==> config.mk <==
export PLATFORM = sky130hd
export DESIGN_NAME = color_threshold_centroid_flat
export DESIGN_NICKNAME = d
export VERILOG_FILES = /design/src/ctc_pkg.sv /design/src/ctc_if.sv /design/src/ctc_accum.sv /design/src/ctc_divider.sv /design/src/color_threshold_centroid.sv /design/src/flat_wrapper.sv
export SDC_FILE = /design/constraint.sdc
export NUM_CORES = 1
export LEC_CHECK = 0
export CAP_MARGIN = 0
export CORE_MARGIN = 5
export CORE_UTILIZATION = 51
export DETAILED_ROUTE_END_ITERATION = 8
export DONT_BUFFER_PORTS = 1
export HOLD_SLACK_MARGIN = 0.06
export PLACE_DENSITY = 0.74
export SLEW_MARGIN = 40
export SYNTH_ARGS = -nofsm -noshare
export SYNTH_HDL_FRONTEND = slang
export SYNTH_SLANG_ARGS = --single-unit
==> constraint.sdc <==
create_clock -name clock -period 4.7 [get_ports clock]
set_input_delay 1.41 -clock clock [delete_from_list [all_inputs] [get_ports clock]]
set_output_delay 1.41 -clock clock [all_outputs]
set_load 0.01 [all_outputs]
==> src/ctc_pkg.sv <==
// Shared types, constants and register codes for the color threshold centroid block.
// No dependencies; every other file of the block imports this package.
`default_nettype none

package ctc_pkg;

   // Raster limits
   localparam int MAX_ROWS = 1024;
   localparam int MAX_COLS = 1024;
   localparam int ROW_W    = $clog2(MAX_ROWS);
   localparam int COL_W    = $clog2(MAX_COLS);
   localparam logic [ROW_W-1:0] ROW_LAST = ROW_W'(MAX_ROWS - 1);
   localparam logic [COL_W-1:0] COL_LAST = COL_W'(MAX_COLS - 1);

   // Field and accumulator widths
   localparam int PIX_W   = 8;
   localparam int SUM_W   = 30;
   localparam int CNT_W   = 21;
   localparam int COORD_W = 10;
   localparam logic [SUM_W-1:0]   SUM_MAX   = {SUM_W{1'b1}};
   localparam logic [CNT_W-1:0]   CNT_MAX   = {CNT_W{1'b1}};
   localparam logic [CNT_W-1:0]   CNT_INIT  = CNT_W'(1);
   localparam logic [COORD_W-1:0] COORD_MAX = {COORD_W{1'b1}};

   // Divider: one quotient bit per step over the whole dividend
   localparam int DIV_STEPS = SUM_W;
   localparam int STEP_W    = $clog2(DIV_STEPS);
   localparam logic [STEP_W-1:0] STEP_LAST = STEP_W'(DIV_STEPS - 1);

   // Configuration register codes
   localparam int CSR_IDX_W = 2;
   typedef enum logic [CSR_IDX_W-1:0] {
      CSR_BLUE_LIMIT  = 2'd0,
      CSR_GREEN_LIMIT = 2'd1,
      CSR_RED_FLOOR   = 2'd2
   } csr_index_type;

   typedef struct packed {
      logic [PIX_W-1:0] blue_limit;
      logic [PIX_W-1:0] green_limit;
      logic [PIX_W-1:0] red_floor;
   } thresh_type;

   typedef struct packed {
      logic [SUM_W-1:0] row_sum;
      logic [SUM_W-1:0] col_sum;
      logic [CNT_W-1:0] hit_count;
   } frame_stat_type;

   typedef struct packed {
      logic             start;
      logic [SUM_W-1:0] dividend;
      logic [CNT_W-1:0] divisor;
   } div_req_type;

   typedef struct packed {
      logic               done;
      logic [COORD_W-1:0] quotient;
   } div_rsp_type;

endpackage

`default_nettype wire

==> src/ctc_if.sv <==
// Channel interfaces of the color threshold centroid block: pixel, result and CSR write.
// Depends on ctc_pkg for field widths.
`default_nettype none

interface ctc_pixel_if import ctc_pkg::*; ();
   logic             valid;
   logic             ready;
   logic [PIX_W-1:0] blue;
   logic [PIX_W-1:0] green;
   logic [PIX_W-1:0] red;
   logic             line_end;
   logic             frame_end;

   modport source (output valid, blue, green, red, line_end, frame_end, input ready);
   modport sink   (input valid, blue, green, red, line_end, frame_end, output ready);
endinterface

interface ctc_result_if import ctc_pkg::*; ();
   logic               valid;
   logic               ready;
   logic               mask;
   logic               centroid_valid;
   logic [COORD_W-1:0] centroid_row;
   logic [COORD_W-1:0] centroid_col;

   modport source (output valid, mask, centroid_valid, centroid_row, centroid_col,
                   input ready);
   modport sink   (input valid, mask, centroid_valid, centroid_row, centroid_col,
                   output ready);
endinterface

interface ctc_csr_if import ctc_pkg::*; ();
   logic                 valid;
   logic                 ready;
   logic [CSR_IDX_W-1:0] index;
   logic [PIX_W-1:0]     data;

   modport source (output valid, index, data, input ready);
   modport sink   (input valid, index, data, output ready);
endinterface

`default_nettype wire

==> src/ctc_accum.sv <==
// Pixel threshold test, raster coordinate counters and per-frame coordinate sums.
// Depends on ctc_pkg.
`default_nettype none

module ctc_accum import ctc_pkg::*; (
   input  wire logic             clock,
   input  wire logic             reset,
   input  wire logic             accept,
   input  wire thresh_type       thresh,
   input  wire logic [PIX_W-1:0] blue,
   input  wire logic [PIX_W-1:0] green,
   input  wire logic [PIX_W-1:0] red,
   input  wire logic             line_end,
   input  wire logic             frame_end,
   output logic                  fg,
   output frame_stat_type        stat_nxt
);

   logic [ROW_W-1:0] row_idx_ff, row_idx_in;
   logic [COL_W-1:0] col_idx_ff, col_idx_in;
   frame_stat_type   stat_ff, stat_in;
   logic [SUM_W:0]   row_add;
   logic [SUM_W:0]   col_add;

   // Foreground test
   assign fg = (red > thresh.red_floor) && (blue < thresh.blue_limit)
               && (green < thresh.green_limit);

   // Saturating sums including the current pixel
   always_comb begin
      row_add = {1'b0, stat_ff.row_sum} + (SUM_W + 1)'(row_idx_ff);
      col_add = {1'b0, stat_ff.col_sum} + (SUM_W + 1)'(col_idx_ff);
      stat_nxt = stat_ff;
      if (fg) begin
         stat_nxt.row_sum   = row_add[SUM_W] ? SUM_MAX : row_add[SUM_W-1:0];
         stat_nxt.col_sum   = col_add[SUM_W] ? SUM_MAX : col_add[SUM_W-1:0];
         stat_nxt.hit_count = (stat_ff.hit_count == CNT_MAX) ? CNT_MAX
                              : stat_ff.hit_count + CNT_W'(1);
      end
   end

   // Coordinate and sum update per beat
   always_comb begin
      row_idx_in = row_idx_ff;
      col_idx_in = col_idx_ff;
      stat_in    = stat_ff;
      if (accept) begin
         if (frame_end) begin
            row_idx_in        = '0;
            col_idx_in        = '0;
            stat_in.row_sum   = '0;
            stat_in.col_sum   = '0;
            stat_in.hit_count = CNT_INIT;
         end else begin
            stat_in = stat_nxt;
            if (line_end) begin
               col_idx_in = '0;
               if (row_idx_ff < ROW_LAST) begin
                  row_idx_in = row_idx_ff + ROW_W'(1);
               end
            end else if (col_idx_ff < COL_LAST) begin
               col_idx_in = col_idx_ff + COL_W'(1);
            end
         end
      end
   end

   always_ff @(posedge clock) begin
      if (reset) begin
         row_idx_ff        <= '0;
         col_idx_ff        <= '0;
         stat_ff.row_sum   <= '0;
         stat_ff.col_sum   <= '0;
         stat_ff.hit_count <= CNT_INIT;
      end else begin
         row_idx_ff <= row_idx_in;
         col_idx_ff <= col_idx_in;
         stat_ff    <= stat_in;
      end
   end

endmodule

`default_nettype wire

==> src/ctc_divider.sv <==
// Shared restoring divider: one quotient bit per cycle, quotient saturated to a coordinate.
// Depends on ctc_pkg.
`default_nettype none

module ctc_divider import ctc_pkg::*; (
   input  wire logic        clock,
   input  wire logic        reset,
   input  wire div_req_type req,
   output div_rsp_type      rsp
);

   logic              busy_ff, busy_in;
   logic              done_ff, done_in;
   logic [STEP_W-1:0] step_ff, step_in;
   logic [CNT_W-1:0]  rem_ff, rem_in;
   logic [SUM_W-1:0]  quo_ff, quo_in;
   logic [CNT_W-1:0]  dvs_ff, dvs_in;
   logic [CNT_W+1:0]  trial;

   // Trial subtraction of the divisor from the shifted remainder
   assign trial = {1'b0, rem_ff, quo_ff[SUM_W-1]} - {2'b00, dvs_ff};

   always_comb begin
      busy_in = busy_ff;
      done_in = 1'b0;
      step_in = step_ff;
      rem_in  = rem_ff;
      quo_in  = quo_ff;
      dvs_in  = dvs_ff;
      if (req.start) begin
         busy_in = 1'b1;
         step_in = '0;
         rem_in  = '0;
         quo_in  = req.dividend;
         dvs_in  = req.divisor;
      end else if (busy_ff) begin
         if (trial[CNT_W+1]) begin
            rem_in = {rem_ff[CNT_W-2:0], quo_ff[SUM_W-1]};
            quo_in = {quo_ff[SUM_W-2:0], 1'b0};
         end else begin
            rem_in = trial[CNT_W-1:0];
            quo_in = {quo_ff[SUM_W-2:0], 1'b1};
         end
         step_in = step_ff + STEP_W'(1);
         if (step_ff == STEP_LAST) begin
            busy_in = 1'b0;
            done_in = 1'b1;
         end
      end
   end

   always_ff @(posedge clock) begin
      if (reset) begin
         busy_ff <= 1'b0;
         done_ff <= 1'b0;
         step_ff <= '0;
      end else begin
         busy_ff <= busy_in;
         done_ff <= done_in;
         step_ff <= step_in;
      end
      rem_ff <= rem_in;
      quo_ff <= quo_in;
      dvs_ff <= dvs_in;
   end

   // Result clamps at the largest coordinate
   assign rsp.done     = done_ff;
   assign rsp.quotient = (|quo_ff[SUM_W-1:COORD_W]) ? COORD_MAX : quo_ff[COORD_W-1:0];

endmodule

`default_nettype wire

==> src/color_threshold_centroid.sv <==
// Top level of the color threshold centroid block: CSRs, sequencer and result register.
// Depends on ctc_pkg, ctc_if, ctc_accum and ctc_divider.
`default_nettype none

// Each pixel beat yields one result beat carrying its foreground mask bit. Ordinary
// pixels stream at one per clock while the result side keeps up. The pixel marked
// frame_end also carries the centroid (row and column sums divided by one plus the
// hit count, clamped to 1023); those two quotients come from a single shared
// restoring divider that produces one quotient bit per cycle, so that pixel's result
// beat appears only after both divisions, and no pixel is taken meanwhile. The user
// must write thresholds through the CSR channel only while the block is idle; the
// block itself does not enforce this. Thresholds reset to zero.
module color_threshold_centroid import ctc_pkg::*; (
   input wire logic     clock,
   input wire logic     reset,
   ctc_pixel_if.sink    req,
   ctc_result_if.source rsp,
   ctc_csr_if.sink      csr
);

   typedef enum logic [2:0] {
      ST_IDLE    = 3'b001,
      ST_DIV_ROW = 3'b010,
      ST_DIV_COL = 3'b100
   } state_type;

   state_type          state_ff, state_in;
   thresh_type         thresh_ff, thresh_in;
   logic               req_beat;
   logic               fg;
   frame_stat_type     stat_nxt;
   div_req_type        div_req;
   div_rsp_type        div_rsp;

   logic               mask_hold_ff, mask_hold_in;
   logic [SUM_W-1:0]   col_op_ff, col_op_in;
   logic [CNT_W-1:0]   cnt_op_ff, cnt_op_in;
   logic [COORD_W-1:0] row_q_ff, row_q_in;

   logic               out_valid_ff, out_valid_in;
   logic               out_mask_ff, out_mask_in;
   logic               out_cvalid_ff, out_cvalid_in;
   logic [COORD_W-1:0] out_row_ff, out_row_in;
   logic [COORD_W-1:0] out_col_ff, out_col_in;

   // CSR writes
   assign csr.ready = 1'b1;

   always_comb begin
      thresh_in = thresh_ff;
      if (csr.valid) begin
         case (csr.index)
            CSR_BLUE_LIMIT:  thresh_in.blue_limit  = csr.data;
            CSR_GREEN_LIMIT: thresh_in.green_limit = csr.data;
            CSR_RED_FLOOR:   thresh_in.red_floor   = csr.data;
            default:         thresh_in = thresh_ff;
         endcase
      end
   end

   // Pixel side handshake
   assign req.ready = (state_ff == ST_IDLE) && (!out_valid_ff || rsp.ready);
   assign req_beat  = req.valid && req.ready;

   ctc_accum u_accum (
      .clock     (clock),
      .reset     (reset),
      .accept    (req_beat),
      .thresh    (thresh_ff),
      .blue      (req.blue),
      .green     (req.green),
      .red       (req.red),
      .line_end  (req.line_end),
      .frame_end (req.frame_end),
      .fg        (fg),
      .stat_nxt  (stat_nxt)
   );

   ctc_divider u_divider (
      .clock (clock),
      .reset (reset),
      .req   (div_req),
      .rsp   (div_rsp)
   );

   // Sequencer: ordinary pixels go straight to the result register, frame end
   // runs the row division and then the column division on the shared unit
   always_comb begin
      state_in      = state_ff;
      mask_hold_in  = mask_hold_ff;
      col_op_in     = col_op_ff;
      cnt_op_in     = cnt_op_ff;
      row_q_in      = row_q_ff;
      div_req.start    = 1'b0;
      div_req.dividend = stat_nxt.row_sum;
      div_req.divisor  = stat_nxt.hit_count;
      out_valid_in  = out_valid_ff && !rsp.ready;
      out_mask_in   = out_mask_ff;
      out_cvalid_in = out_cvalid_ff;
      out_row_in    = out_row_ff;
      out_col_in    = out_col_ff;
      case (state_ff)
         ST_IDLE: begin
            if (req_beat) begin
               if (req.frame_end) begin
                  div_req.start = 1'b1;
                  mask_hold_in  = fg;
                  col_op_in     = stat_nxt.col_sum;
                  cnt_op_in     = stat_nxt.hit_count;
                  state_in      = ST_DIV_ROW;
               end else begin
                  out_valid_in  = 1'b1;
                  out_mask_in   = fg;
                  out_cvalid_in = 1'b0;
                  out_row_in    = '0;
                  out_col_in    = '0;
               end
            end
         end
         ST_DIV_ROW: begin
            div_req.dividend = col_op_ff;
            div_req.divisor  = cnt_op_ff;
            if (div_rsp.done) begin
               row_q_in      = div_rsp.quotient;
               div_req.start = 1'b1;
               state_in      = ST_DIV_COL;
            end
         end
         ST_DIV_COL: begin
            div_req.dividend = col_op_ff;
            div_req.divisor  = cnt_op_ff;
            if (div_rsp.done) begin
               out_valid_in  = 1'b1;
               out_mask_in   = mask_hold_ff;
               out_cvalid_in = 1'b1;
               out_row_in    = row_q_ff;
               out_col_in    = div_rsp.quotient;
               state_in      = ST_IDLE;
            end
         end
         default: begin
            state_in = ST_IDLE;
         end
      endcase
   end

   always_ff @(posedge clock) begin
      if (reset) begin
         state_ff     <= ST_IDLE;
         out_valid_ff <= 1'b0;
         thresh_ff    <= '0;
      end else begin
         state_ff     <= state_in;
         out_valid_ff <= out_valid_in;
         thresh_ff    <= thresh_in;
      end
      mask_hold_ff  <= mask_hold_in;
      col_op_ff     <= col_op_in;
      cnt_op_ff     <= cnt_op_in;
      row_q_ff      <= row_q_in;
      out_mask_ff   <= out_mask_in;
      out_cvalid_ff <= out_cvalid_in;
      out_row_ff    <= out_row_in;
      out_col_ff    <= out_col_in;
   end

   // Result beat
   assign rsp.valid          = out_valid_ff;
   assign rsp.mask           = out_mask_ff;
   assign rsp.centroid_valid = out_cvalid_ff;
   assign rsp.centroid_row   = out_row_ff;
   assign rsp.centroid_col   = out_col_ff;

endmodule

`default_nettype wire
==> src/flat_wrapper.sv <==
// flat-port wrapper written by rule: the top's interface ports become plain ports
module color_threshold_centroid_flat import ctc_pkg::*;
  (clock, reset, req_valid, req_blue, req_green, req_red, req_line_end, req_frame_end, req_ready, rsp_valid, rsp_mask, rsp_centroid_valid, rsp_centroid_row, rsp_centroid_col, rsp_ready, csr_valid, csr_index, csr_data, csr_ready);
  ctc_pixel_if req_i ();
  ctc_result_if rsp_i ();
  ctc_csr_if csr_i ();
  input wire logic clock;
  input wire logic reset;
  input wire logic [$bits(req_i.valid)-1:0] req_valid;
  input wire logic [$bits(req_i.blue)-1:0] req_blue;
  input wire logic [$bits(req_i.green)-1:0] req_green;
  input wire logic [$bits(req_i.red)-1:0] req_red;
  input wire logic [$bits(req_i.line_end)-1:0] req_line_end;
  input wire logic [$bits(req_i.frame_end)-1:0] req_frame_end;
  output wire logic [$bits(req_i.ready)-1:0] req_ready;
  output wire logic [$bits(rsp_i.valid)-1:0] rsp_valid;
  output wire logic [$bits(rsp_i.mask)-1:0] rsp_mask;
  output wire logic [$bits(rsp_i.centroid_valid)-1:0] rsp_centroid_valid;
  output wire logic [$bits(rsp_i.centroid_row)-1:0] rsp_centroid_row;
  output wire logic [$bits(rsp_i.centroid_col)-1:0] rsp_centroid_col;
  input wire logic [$bits(rsp_i.ready)-1:0] rsp_ready;
  input wire logic [$bits(csr_i.valid)-1:0] csr_valid;
  input wire logic [$bits(csr_i.index)-1:0] csr_index;
  input wire logic [$bits(csr_i.data)-1:0] csr_data;
  output wire logic [$bits(csr_i.ready)-1:0] csr_ready;
  assign req_i.valid = req_valid;
  assign req_i.blue = req_blue;
  assign req_i.green = req_green;
  assign req_i.red = req_red;
  assign req_i.line_end = req_line_end;
  assign req_i.frame_end = req_frame_end;
  assign req_ready = req_i.ready;
  assign rsp_valid = rsp_i.valid;
  assign rsp_mask = rsp_i.mask;
  assign rsp_centroid_valid = rsp_i.centroid_valid;
  assign rsp_centroid_row = rsp_i.centroid_row;
  assign rsp_centroid_col = rsp_i.centroid_col;
  assign rsp_i.ready = rsp_ready;
  assign csr_i.valid = csr_valid;
  assign csr_i.index = csr_index;
  assign csr_i.data = csr_data;
  assign csr_ready = csr_i.ready;
  color_threshold_centroid u_core (.clock(clock), .reset(reset), .req(req_i), .rsp(rsp_i), .csr(csr_i));
endmodule
# After elaboration in Yosys (flattened, before gate mapping)
# Index checks and enable logic that the tools add are counted.
# totals
reg_bits	292
input_bits	41
output_inout_bits	25
word_cells	124
# op_classes
addsub	7
order_cmp	5
n_eq_ne	12
mux	48
n_bitwise	1
n_reduce_logical	27
# ops
cell	n
$mux W81	2
$mux W30	4
$mux W10	11
$add A30 B10 Y31	2
$mux W51	1
$mux W21	2
$pmux W10 S2	2
$sub A22 B21 Y23	1
$add A21 B1 Y21 const B	1
$eq A21 B21 Y1 const B	1
$add A10 B1 Y10 const B	2
$lt A10 B10 Y1 const B	2
$reduce_or A20 Y1	1
$mux W1	17
$lt A8 B8 Y1	2
$mux W3	4
$reduce_and A2 Y1	5
$pmux W3 S3	1
$gt A8 B8 Y1	1
$ne A2 B2 Y1 const B	4
$pmux W1 S2	4
$reduce_and A4 Y1	2
$reduce_bool A2 Y1	4
$reduce_and A3 Y1	2
16 further kinds	22

# Depth between registers and ports, before layout
# Gate-level depths: netlist of run 1.
# depth
word_depth	7
ltp_mapped	13
ltp_nobuf	11

# Hierarchy
# Synthesis of run 1 repeated with hierarchy kept, for this count alone.
# hier_totals
hier_cells	1724
area_unflattened_um2	17252.8
# by_module_without_submodules
module	instances	cells_each	area_per_inst_um2	seq_area_each_um2
ctc_accum	1	1030	8097.8	2021.9
color_threshold_centroid	1	282	4723.3	3083.0
ctc_divider	1	412	4431.8	2092.0

# Least setup slack after synthesis of run 1
# Ideal clock, no wire load.
# synth_timing
path_type	input to register
start	input port rsp_ready
end	register u_core.u_divider.quo_ff[0] (enable)
setup_ps	387
t_arrival_ps	4007
required_time_ps	4313
slack_ps	306
path_stages	9
path_buffers	2
path_cell_list	nor2b_1 -> nor3b_2 -> and2_1 -> nand2_1 -> inv_2 -> nor2_1 -> clkbuf_1 -> clkbuf_1 -> nand2_1
# synth_via
elab_chain_len	6
# synth_lines
item	line_no	text
start: declaration	flat_wrapper.sv:21	input wire logic [$bits(rsp_i.ready)-1:0] rsp_ready;
$logic_or A1 B1 Y1	color_threshold_centroid.sv:62	assign req.ready = (state_ff == ST_IDLE) && (!out_valid_ff || rsp.ready);
$logic_and A1 B1 Y1	color_threshold_centroid.sv:62	
via req_ready	flat_wrapper.sv:15	output wire logic [$bits(req_i.ready)-1:0] req_ready;
$logic_and A1 B1 Y1	color_threshold_centroid.sv:63	assign req_beat = req.valid && req.ready;
$mux W1	color_threshold_centroid.sv:104	if (req_beat) begin
$pmux W1 S2	color_threshold_centroid.sv:102	case (state_ff)
$reduce_bool A2 Y1 (no line)	--	
end signal: assignment	ctc_divider.sv:63	quo_ff <= quo_in;
end: declaration	ctc_divider.sv:16	logic [SUM_W-1:0] quo_ff, quo_in;
# The timed path passes the listed nets, and every way through them passes these cells.
# A chain may end at the register's enable or synchronous reset.

==> flow_summary.yaml, run 1 <==
synthesis:
  synthSimpleGateAreaFrac_pct: 18.7
  synth_adder_area_share_pct: 5.70
  yosysWarnings: 0
  synth-seq-area-share_pct: 45.0
  netlist_area_mm2: 0.0160
  syn_area_per_cell_um2: 9.33
  synth_ff_type: "dfxtp_1"
  synth_compound_area_share_pct: 18.7
  async_flop_share_pct: 0
  synth_xor_area_share_pct: 4.66
  synth.distinct_cells: 86
  synth_edf_count: 135
  synth.ff_latch_count: 292
  synth_top_family_by_area: "compound AO/OA/AOI/OAI gates"
  synthesis.nets: 1825
  synth_cells: 1713
  yosys-mux-area-fraction_pct: 2.88
drt:
  wirelength_um: 40100
  via_per_inst: 6.10
  drt-initial-drc-count: 954
  antenna_left: 0
  first_pass_iters: 6
  drc: 0
  via_count: 12939
  wl_per_cell_um: 18.9
place:
  dp_slack_ns: 0.446
  globalplace.congestion: 0.930
  hpwl_um: 27700
  numPortBuffers: 0
sta:
  finalSetupViolations: 0
  period_share_pct: 78.9
  fmax_mhz: 270
  post-route-min-period_ns: 3.71
  slew_viol_final: 0
  final_hold_viol_count: 0
  whs_ns: 0.494
  slew_headroom_pct: 39.3
  setup_tns_ns: 0
  rsz0062_at_grt: "false"
  setup_slack_ns: 0.994
  worstMarginPinSlew_ns: 0.911
  clock-skew-final_ns: 0.0207
worst_hold_path:
  holdPathEnd: "u_core.u_accum.stat_ff[16]"
  hold_path.class: "flip-flop to flip-flop"
  worstHoldPathCells: 2
  min_from: "u_core.u_accum.stat_ff[16]"
grt:
  grtUsageTotal_pct: 22.0
  grt_max_degree: 62
  grt_pass1_vias: 12542
  antenna_found_initial: 1
  grt_first_pass_wirelength_um: 64400
  gr-total-overflow: 0
clocking:
  clk_latency_ns: 0.52
  post_cts_buffers: 0
  cts_resized: 0
  clk_path_buf_depth: 3
  cts_max_level: 2
  cts_tree: "built"
  clkSlewWorstSetupHoldPaths_ns: 0.06
  cts_sinks: 292
  cts_root_buf: "clkbuf_16"
  cts_buffers: 34
  cts_hold_buf: 0
worst_setup_path:
  crit_path_end_kind: "flip-flop"
  path_cells: "ha_1 > a21o_1 > a21o_1 > a221oi_2 > o31ai_4 > buf_6 > nor3_2 > and3_1 > xnor2_1 > a31oi_1"
  cp.required_ns: 4.91
  crit_path_frequent_cell: "a21o_1"
  worstPathArrival_ns: 3.92
  max_stage_delay_ns: 0.47
  r2r_slack_ns: 1.04
  cp-start-kind: "input pin"
  worst-setup-path-type: "input pin to flip-flop"
  cp_max_fo: 8
  reg2reg_from: "u_core.u_accum.row_idx_ff[0]"
  ff2ff_path_depth: 10
  slowest_stage: "nor3_2"
  path_delay_family: "compound AO/OA/AOI/OAI gates"
  crit_buf_inv: 1
  r2r-end: "u_core.u_divider.quo_ff[7]"
  path_depth: 10
finish:
  fillers: 2721
  area_growth_pct: 9.92
  drive_gt1_share_pct: 8.41
  antenna_cells: 0
  layout.nets: 1812
die:
  row_count: 64
  start_util_pct: 52.0
  chipWidth_um: 187
  fp.coreArea_mm2: 0.0307
  die-area_mm2: 0.0350
  die_h_um: 187
  ios: 66
power_and_ir_drop:
  finalPower_w: 0.00668
  p_leak_nw: 6.55
  p_per_area_mw_per_mm2: 380
  vdd_drop_max_v: 0.000219
outcome:
  status: "finished, final reports clean"
run:
  drv_cap: 0
==> cells in the mapped netlist (7+ instances only) <==
cell type	number	area [µm²]
and2_1	27	169
nand2_1	115	432
and3_1	33	206
a31oi_1	33	206
nor4_1	17	106
a22o_1	16	140
a211oi_1	8	60.1
o21bai_1	7	52.6
nor2b_1	11	68.8
o211ai_1	12	90.1
ha_1	68	851
buf_2	25	125
xor2_1	37	324
o21ai_0	131	656
a21o_1	15	113
nand4_1	22	138
o22ai_1	8	50.1
mux2_2	8	90.1
or3_1	41	257
nand3_1	62	310
dfxtp_1	157	3140
mux2i_1	37	370
edfxtp_1	135	4050
clkbuf_1	55	206
xnor2_1	48	420
nor3_1	29	145
inv_1	84	315
a21oi_1	145	726
o22a_1	9	78.8
o21ai_1	8	40.0
o21a_1	18	135
and4_1	12	105
nor2_1	159	597
==> cells in the final DEF (no fill, tap or decap), drive strengths merged, types with 41 or more instances in the layout <==
cell / synthesis / routed
nor2: 159 / 159
dfxtp: 157 / 157
a21oi: 145 / 145
o21ai: 139 / 139
edfxtp: 135 / 135
nand2: 116 / 116
inv: 85 / 87
ha: 68 / 68
nand3: 62 / 62
xnor2: 48 / 48
clkbuf: 55 / 48
or3: 41 / 41
==> state kept, by name, indices dropped and copies added, names as in the netlist <==
signal / cells
u_core.u_accum.stat_ff: 81
u_core.col_op_ff: 30
u_core.u_divider.quo_ff: 30
u_core.thresh_ff: 24
u_core.cnt_op_ff: 21
u_core.u_divider.dvs_ff: 21
u_core.u_divider.rem_ff: 21
u_core.row_q_ff: 10
u_core.rsp.centroid_col: 10
u_core.rsp.centroid_row: 10
u_core.u_accum.col_idx_ff: 10
u_core.u_accum.row_idx_ff: 10
u_core.u_divider.step_ff: 5
u_core.state_ff: 3
u_core.mask_hold_ff: 1
u_core.rsp.centroid_valid: 1
u_core.rsp.mask: 1
u_core.rsp.valid: 1
u_core.u_divider.busy_ff: 1
u_core.u_divider.done_ff: 1
==> worst max-delay path by stage <==
stage                                             from                    endpoint  slack, ns
after floorplan                              rsp_ready  u_core.u_divider.quo_ff[0]       0.31
after global placement                     req_blue[5]        u_core.col_op_ff[14]       0.53
after detailed placement                   req_blue[5]        u_core.col_op_ff[14]       0.45
after CTS                                  req_blue[5]        u_core.col_op_ff[14]       0.97
after global routing      u_core.u_accum.row_idx_ff[0]  u_core.u_divider.quo_ff[7]       0.88
final                                      req_blue[5]  u_core.u_divider.dvs_ff[5]       0.99
==> stage by stage <==
| step | utilization, % | std cells | area, µm² |
|---|---|---|---|
| 4_1_cts | 57.1 | 2120 | 17600 |
| 6_report | 57.1 | 2121 | 17600 |
| 3_5_place_dp | 53.5 | 2059 | 16500 |
| 5_1_grt | 57.1 | 2121 | 17600 |
| 2_1_floorplan | - | 1713 | 16000 |
| 3_3_place_gp | 53.3 | 2058 | 16400 |
==> area by class of cell <==
| type | count | area, µm² | area share (%) |
|---|---|---|---|
| clock buffer | 48 | 976 | 5.56 |
| clock inverter | 13 | 126 | 0.719 |
| inverter | 85 | 319 | 1.82 |
| multi-input combinational | 1250 | 8150 | 46.4 |
| sequential | 292 | 7200 | 41.0 |
| tap | 396 | 495 | 2.82 |
| timing repair buffer | 37 | 302 | 1.72 |
==> routing by layer <==
metal  global-route usage [%]  part of all wire, %
met5                        0                0.035
met4                     7.59                  2.9
met3                     5.00                  7.2
met2                     36.8                   46
met1                     28.3                   43
==> power by group <==
part           switching [W]  internal [W]  leakage, nW
registers           0.000109       0.00283         2.49
logic               0.000687      0.000456         3.52
clock network        0.00104       0.00157        0.540
total                0.00183       0.00485         6.55
==> cell families (layout without fill, tap and decap cells) <==
family,Yosys count,in the layout
AO/OA/AOI/OAI,478,478
XOR/XNOR,85,85
adder cells (fa/ha/maj),71,71
buffers and inverters,171,183
flip-flops,292,292
multiplexers,45,45
other,1,1
AND/OR/NAND/NOR,570,570
==> tightest hold or removal path, delay by kind of cell, from the launching register on <==
kind / cells / cell delay [ns]
buf+inv: 1 / 0.07
compound gates: 1 / 0.07
flops: 1 / 0.30
Note: power is estimated with default switching activity, not from simulation.
==> run 2: changes to the inputs <==
--- a/config.mk
+++ b/config.mk
@@ -11,7 +11,7 @@
 export DETAILED_ROUTE_END_ITERATION = 8
 export DONT_BUFFER_PORTS = 1
 export HOLD_SLACK_MARGIN = 0.06
-export PLACE_DENSITY = 0.74
+export PLACE_DENSITY = 0.77
 export SLEW_MARGIN = 40
 export SYNTH_ARGS = -nofsm -noshare
 export SYNTH_HDL_FRONTEND = slang
==> constraint.sdc (replaced) <==
create_clock -name clock -period 3.15 [get_ports clock]
set_input_delay 0.945 -clock clock [delete_from_list [all_inputs] [get_ports clock]]
set_output_delay 0.945 -clock clock [all_outputs]
set_load 0.01 [all_outputs]
==> run 2 against run 1 <==
First-iteration DRC count up 26%. Register-to-register slack worse by 0.88 ns. Non-clock buffer count up 91. Global-route usage up 0.38 points. Flip-flop and latch count unchanged. Combinational power up 61%. Clock skew down 0.0019 ns.
==> flow_summary.yaml, run 2 (synthesis results as in run 1) <==
clocking:
  clkSlewWorstSetupHoldPaths_ns: 0.06
  post_cts_buffers: 0
  cts_buffers: 31
  cts_sinks: 292
  clk_latency_ns: 0.57
  cts_tree: "built"
  cts_max_level: 1
  clk_path_buf_depth: 3
  cts_root_buf: "clkbuf_16"
  cts_hold_buf: 0
  cts_resized: 0
place:
  numPortBuffers: 0
  placed_cell_area_mm2: 0.0173
  globalplace.congestion: 0.968
  hpwl_um: 29000
  dp_slack_ns: -0.287
die:
  ios: 66
  row_count: 64
  die-area_mm2: 0.0350
  start_util_pct: 52.0
  chipWidth_um: 187
  die_h_um: 187
  fp.coreArea_mm2: 0.0307
grt:
  grt_first_pass_wirelength_um: 66100
  grt_max_degree: 57
  antenna_found_initial: 0
  gr-total-overflow: 0
  grtUsageTotal_pct: 22.4
  grt_pass1_vias: 13087
finish:
  reg.largest.list: "u_core.u_accum.stat_ff (81), u_core.col_op_ff (30), u_core.u_divider.quo_ff (30)"
  top_register: "u_core.u_accum.stat_ff"
  largest_reg_flops: 81
  layout_commonest_cell: "dfxtp_1"
  drive_gt1_share_pct: 13.2
  layout.nets: 1900
  layout_common_cells: "dfxtp_1, nor2_1, a21oi_1"
  postLayoutCellArea_mm2: 0.0183
  final_core_util_pct: 59.7
  antenna_cells: 0
  area_growth_pct: 14.8
sta:
  setup_slack_ns: 0.162
  slew_viol_final: 0
  whs_ns: 0.453
  finalSetupViolations: 0
  clock-skew-final_ns: 0.0188
  fmax_mhz: 335
  worstMarginPinSlew_ns: 0.723
  slew_headroom_pct: 51.7
  period_share_pct: 94.9
  post-route-min-period_ns: 2.99
  rsz0062_at_grt: "false"
  final_hold_viol_count: 0
worst_setup_path:
  worst-setup-path-type: "flip-flop to flip-flop"
  slowest_stage: "or4_1"
  max_stage_delay_ns: 0.64
  crit_path_frequent_cell: "a31oi_1"
  cp_max_fo: 4
  r2r_slack_ns: 0.16
  worstPathArrival_ns: 3.39
  path_cells: "ha_1 > fa_1 > a211oi_2 > o21ai_2 > a41oi_1 > or4_1 > buf_4 > a31oi_1 > nand2_1 > a31oi_1"
  cp.required_ns: 3.55
  crit_path_end_kind: "flip-flop"
  path_delay_family: "compound AO/OA/AOI/OAI gates"
  crit_buf_inv: 1
  cp-start-kind: "flip-flop"
worst_hold_path:
  hold_path.class: "input pin to flip-flop"
drt:
  antenna_left: 0
  first_pass_iters: 5
  wl_per_cell_um: 18.4
  via_per_inst: 6.07
  via_count: 13396
  drt-initial-drc-count: 1201
  drc: 0
  wirelength_um: 40600
power_and_ir_drop:
  vdd_drop_max_v: 0.000432
  p_leak_nw: 7.00
  finalPower_w: 0.00984
  p_per_area_mw_per_mm2: 536
outcome:
  status: "finished, final reports clean"
run:
  drv_cap: 0
## run 2: where the power goes
group,switching (W),leakage (nW),internal [W]
clock network,0.00146,0.502,0.00218
logic,0.00106,4.01,0.000774
registers,0.000150,2.49,0.00422
## run 2: cell type report
cell class / instances / area, µm²
inverter: 85 / 327
clock buffer: 46 / 882
clock inverter: 11 / 141
tap: 396 / 495
timing repair buffer: 128 / 1090
fill: 2592 / 12400
sequential: 292 / 7200
multi-input combinational: 1250 / 8210
## run 2: path summary, 6_finish.rpt
check                        startpoint                     endpoint  depth (start not counted)
max          u_core.u_accum.stat_ff[51]   u_core.u_divider.quo_ff[5]                         10
min                               reset  u_core.u_divider.step_ff[4]                          1
max reg2reg  u_core.u_accum.stat_ff[51]   u_core.u_divider.quo_ff[5]                         10
min reg2reg         u_core.thresh_ff[6]          u_core.thresh_ff[6]                          2
## run 2: stage by stage
| stage | TNS [ns] | cells |
|---|---|---|
| CTS | 0 | 2208 |
| global placement | -10.50 | 2151 |
| floorplan | 0 | 1713 |
| detailed placement | -20.11 | 2151 |
| global route | 0 | 2208 |
| finish | 0 | 2208 |
## run 2: per-layer routing
layer  track usage (%)  part of all wire (%)  routed length, µm
met5                 0                     0                  0
met4              6.91                   2.8               1150
met3              4.50                   8.3               3370
met2              37.1                    46              18500
met1              29.8                    43              17500
==> run 3: changes to the inputs <==
--- a/config.mk
+++ b/config.mk
@@ -6,12 +6,14 @@
 export NUM_CORES = 1
 export LEC_CHECK = 0
 export CAP_MARGIN = 0
+export CORE_ASPECT_RATIO = 1.75
 export CORE_MARGIN = 5
 export CORE_UTILIZATION = 51
 export DETAILED_ROUTE_END_ITERATION = 8
 export DONT_BUFFER_PORTS = 1
 export HOLD_SLACK_MARGIN = 0.06
 export PLACE_DENSITY = 0.77
+export RECOVER_POWER = 100
 export SLEW_MARGIN = 40
 export SYNTH_ARGS = -nofsm -noshare
 export SYNTH_HDL_FRONTEND = slang
==> run 3 against run 2 <==
First-iteration DRC count shrank 15%. Non-clock buffer count grew 24. Register-to-register slack lost 0.06 ns. Sequential share of layout area grew 0.18 points. Die area is 0.40% higher. Final cell count up 0.54%. Critical path depth unchanged. Largest cell class unchanged. Hold slack lost 0.0037 ns. Worst setup slack got worse by 0.059 ns.
==> flow_summary.yaml, run 3 (synthesis results as in run 1) <==
outcome:
  status: "finished, final reports clean"
power_and_ir_drop:
  p_sw_w: 0.00283
  finalPower_w: 0.00979
  swShare_pct: 29.0
  p_leak_nw: 6.94
  p_seq_share_pct: 44.6
  internal_power_w: 0.00695
  p_per_area_mw_per_mm2: 536
  clkPwrFrac_pct: 35.6
  vdd_drop_max_v: 0.000581
  combPwrFrac_pct: 19.8
drt:
  drc: 0
  wirelength_um: 43100
  antenna_left: 0
  via_count: 13653
  via_per_inst: 6.15
  drt-initial-drc-count: 1018
  first_pass_iters: 5
  wl_per_cell_um: 19.4
sta:
  worstMarginPinSlew_ns: 0.781
  final_hold_viol_count: 0
  clock-skew-final_ns: 0.0275
  rsz0062_at_grt: "false"
  fmax_mhz: 328
  period_share_pct: 96.7
  finalSetupViolations: 0
  post-route-min-period_ns: 3.05
  slew_headroom_pct: 47.8
  slew_viol_final: 0
worst_setup_path:
  r2r-end: "u_core.u_divider.quo_ff[7]"
  cp-start-kind: "flip-flop"
  crit_path_end_kind: "flip-flop"
  ff2ff_path_depth: 10
  cp.required_ns: 3.47
  reg2reg_from: "u_core.u_accum.row_idx_ff[0]"
  cp_max_fo: 5
  worstPathArrival_ns: 3.36
  worst-setup-path-type: "flip-flop to flip-flop"
  r2r_slack_ns: 0.10
finish:
  top_register: "u_core.u_accum.stat_ff"
  drive_gt1_share_pct: 13.2
  area_growth_pct: 14.3
  reg.largest.list: "u_core.u_accum.stat_ff (81), u_core.col_op_ff (30), u_core.u_divider.quo_ff (30)"
  layout.nets: 1920
  layout_common_cells: "dfxtp_1, nor2_1, a21oi_1"
  layout_commonest_cell: "dfxtp_1"
  fin_cells: 2220
  largest_reg_flops: 81
  antenna_cells: 0
die:
  die_h_um: 244
  start_util_pct: 51.8
  ios: 66
  row_count: 85
  chipWidth_um: 144
  die-area_mm2: 0.0351
  fp.coreArea_mm2: 0.0308
place:
  hpwl_um: 31200
  globalplace.congestion: 0.943
  numPortBuffers: 0
  dp.cells: 2163
clocking:
  clkSlewWorstSetupHoldPaths_ns: 0.07
  cts_buffers: 27
  clk_latency_ns: 0.56
  cts_root_buf: "clkbuf_16"
  cts_max_level: 1
  cts_tree: "built"
  clk_path_buf_depth: 3
  cts_sinks: 292
worst_hold_path:
  min_from: "reset"
  hold_path.class: "input pin to flip-flop"
  holdPathEnd: "u_core.u_divider.busy_ff"
  worstHoldPathCells: 1
grt:
  grtUsageTotal_pct: 24.1
  grt_max_degree: 57
  grt_first_pass_wirelength_um: 68600
  gr-total-overflow: 0
  grt_pass1_vias: 13858
  antenna_found_initial: 0
run:
  drv_cap: 0
-- run 3: cell count changes in the layout (fill, tap and decap cells not counted), sizes merged --
cell	delta
clkbuf	+24
buf	-16
clkinvlp	+5
inv	+2
bufinv	+1
clkinv	+1
-- run 3: power groups by stage --
stage          Clock [W]  Combinational, W  Sequential, W
2_1_floorplan          0           0.00134        0.00439
3_3_place_gp           0           0.00178        0.00444
3_5_place_dp           0           0.00184        0.00444
4_1_cts          0.00352           0.00185        0.00436
5_1_grt          0.00367           0.00212        0.00439
6_report         0.00348           0.00194        0.00437
-- run 3: worst max-delay path, stage by stage, from the launching register on --
cell      delay (ns)
dfxtp_1         0.33
ha_1            0.23
fa_1            0.42
a211oi_2        0.32
o21ai_2         0.15
a41oi_2         0.30
or4_4           0.23
nand3_1         0.24
o22ai_1         0.29
o21ai_0         0.15
o21a_1          0.14
-- run 3: worst max-delay path by stage --
stage | slack, ns | cells after the start | end | start
5_1_grt | 0.0008 | 12 | u_core.u_accum.stat_ff[62] | u_core.u_accum.row_idx_ff[2]
6_report | 0.10 | 10 | u_core.u_divider.quo_ff[7] | u_core.u_accum.row_idx_ff[0]
3_3_place_gp | -0.21 | 10 | u_core.u_divider.quo_ff[21] | req_blue[5]
3_5_place_dp | -0.25 | 10 | u_core.u_divider.quo_ff[21] | req_blue[5]
2_1_floorplan | 0.002 | 10 | u_core.u_divider.dvs_ff[18] | req_red[1]
4_1_cts | 0.007 | 10 | u_core.u_divider.quo_ff[7] | u_core.u_accum.row_idx_ff[0]
-- run 3: per-stage QoR --
stage          setup TNS [ns]  hold slack (ns)  cell area [µm²]  util, %  worst slack [ns]
2_1_floorplan               0            0.451            16100        -           0.00199
3_3_place_gp            -9.62            0.473            17400     56.5            -0.210
3_5_place_dp           -18.20            0.486            17400     56.5            -0.251
4_1_cts                     0            0.441            18400     59.5           0.00697
5_1_grt                     0            0.432            18300     59.2          0.000808
6_report                    0            0.450            18300     59.2             0.102
-- run 3: layer usage --
metal	track usage [%]	part of all wire, %
met1	24.5	35
met2	45.2	53
met3	3.42	5.7
met4	14.4	6.5
met5	0	0
-- run 3: what timing repair did --
action | CTS | global route
endpoints found under the setup margin | 9 | 19
pin swaps | 0 | 7
hold buffers | 0 | 0
resized for setup | 3 | 14
buffers inserted | 0 | 7
-- run 3: layout make-up --
| class | instances | area (µm²) |
|---|---|---|
| clock buffers | 30 | 687 |
| inverters | 85 | 320 |
| well taps | 391 | 489 |
| fillers | 2616 | 12600 |
| multi-input cells | 1250 | 8200 |
| clock inverters | 20 | 235 |
| repair buffers | 152 | 1130 |
| flip-flops and latches | 292 | 7200 |
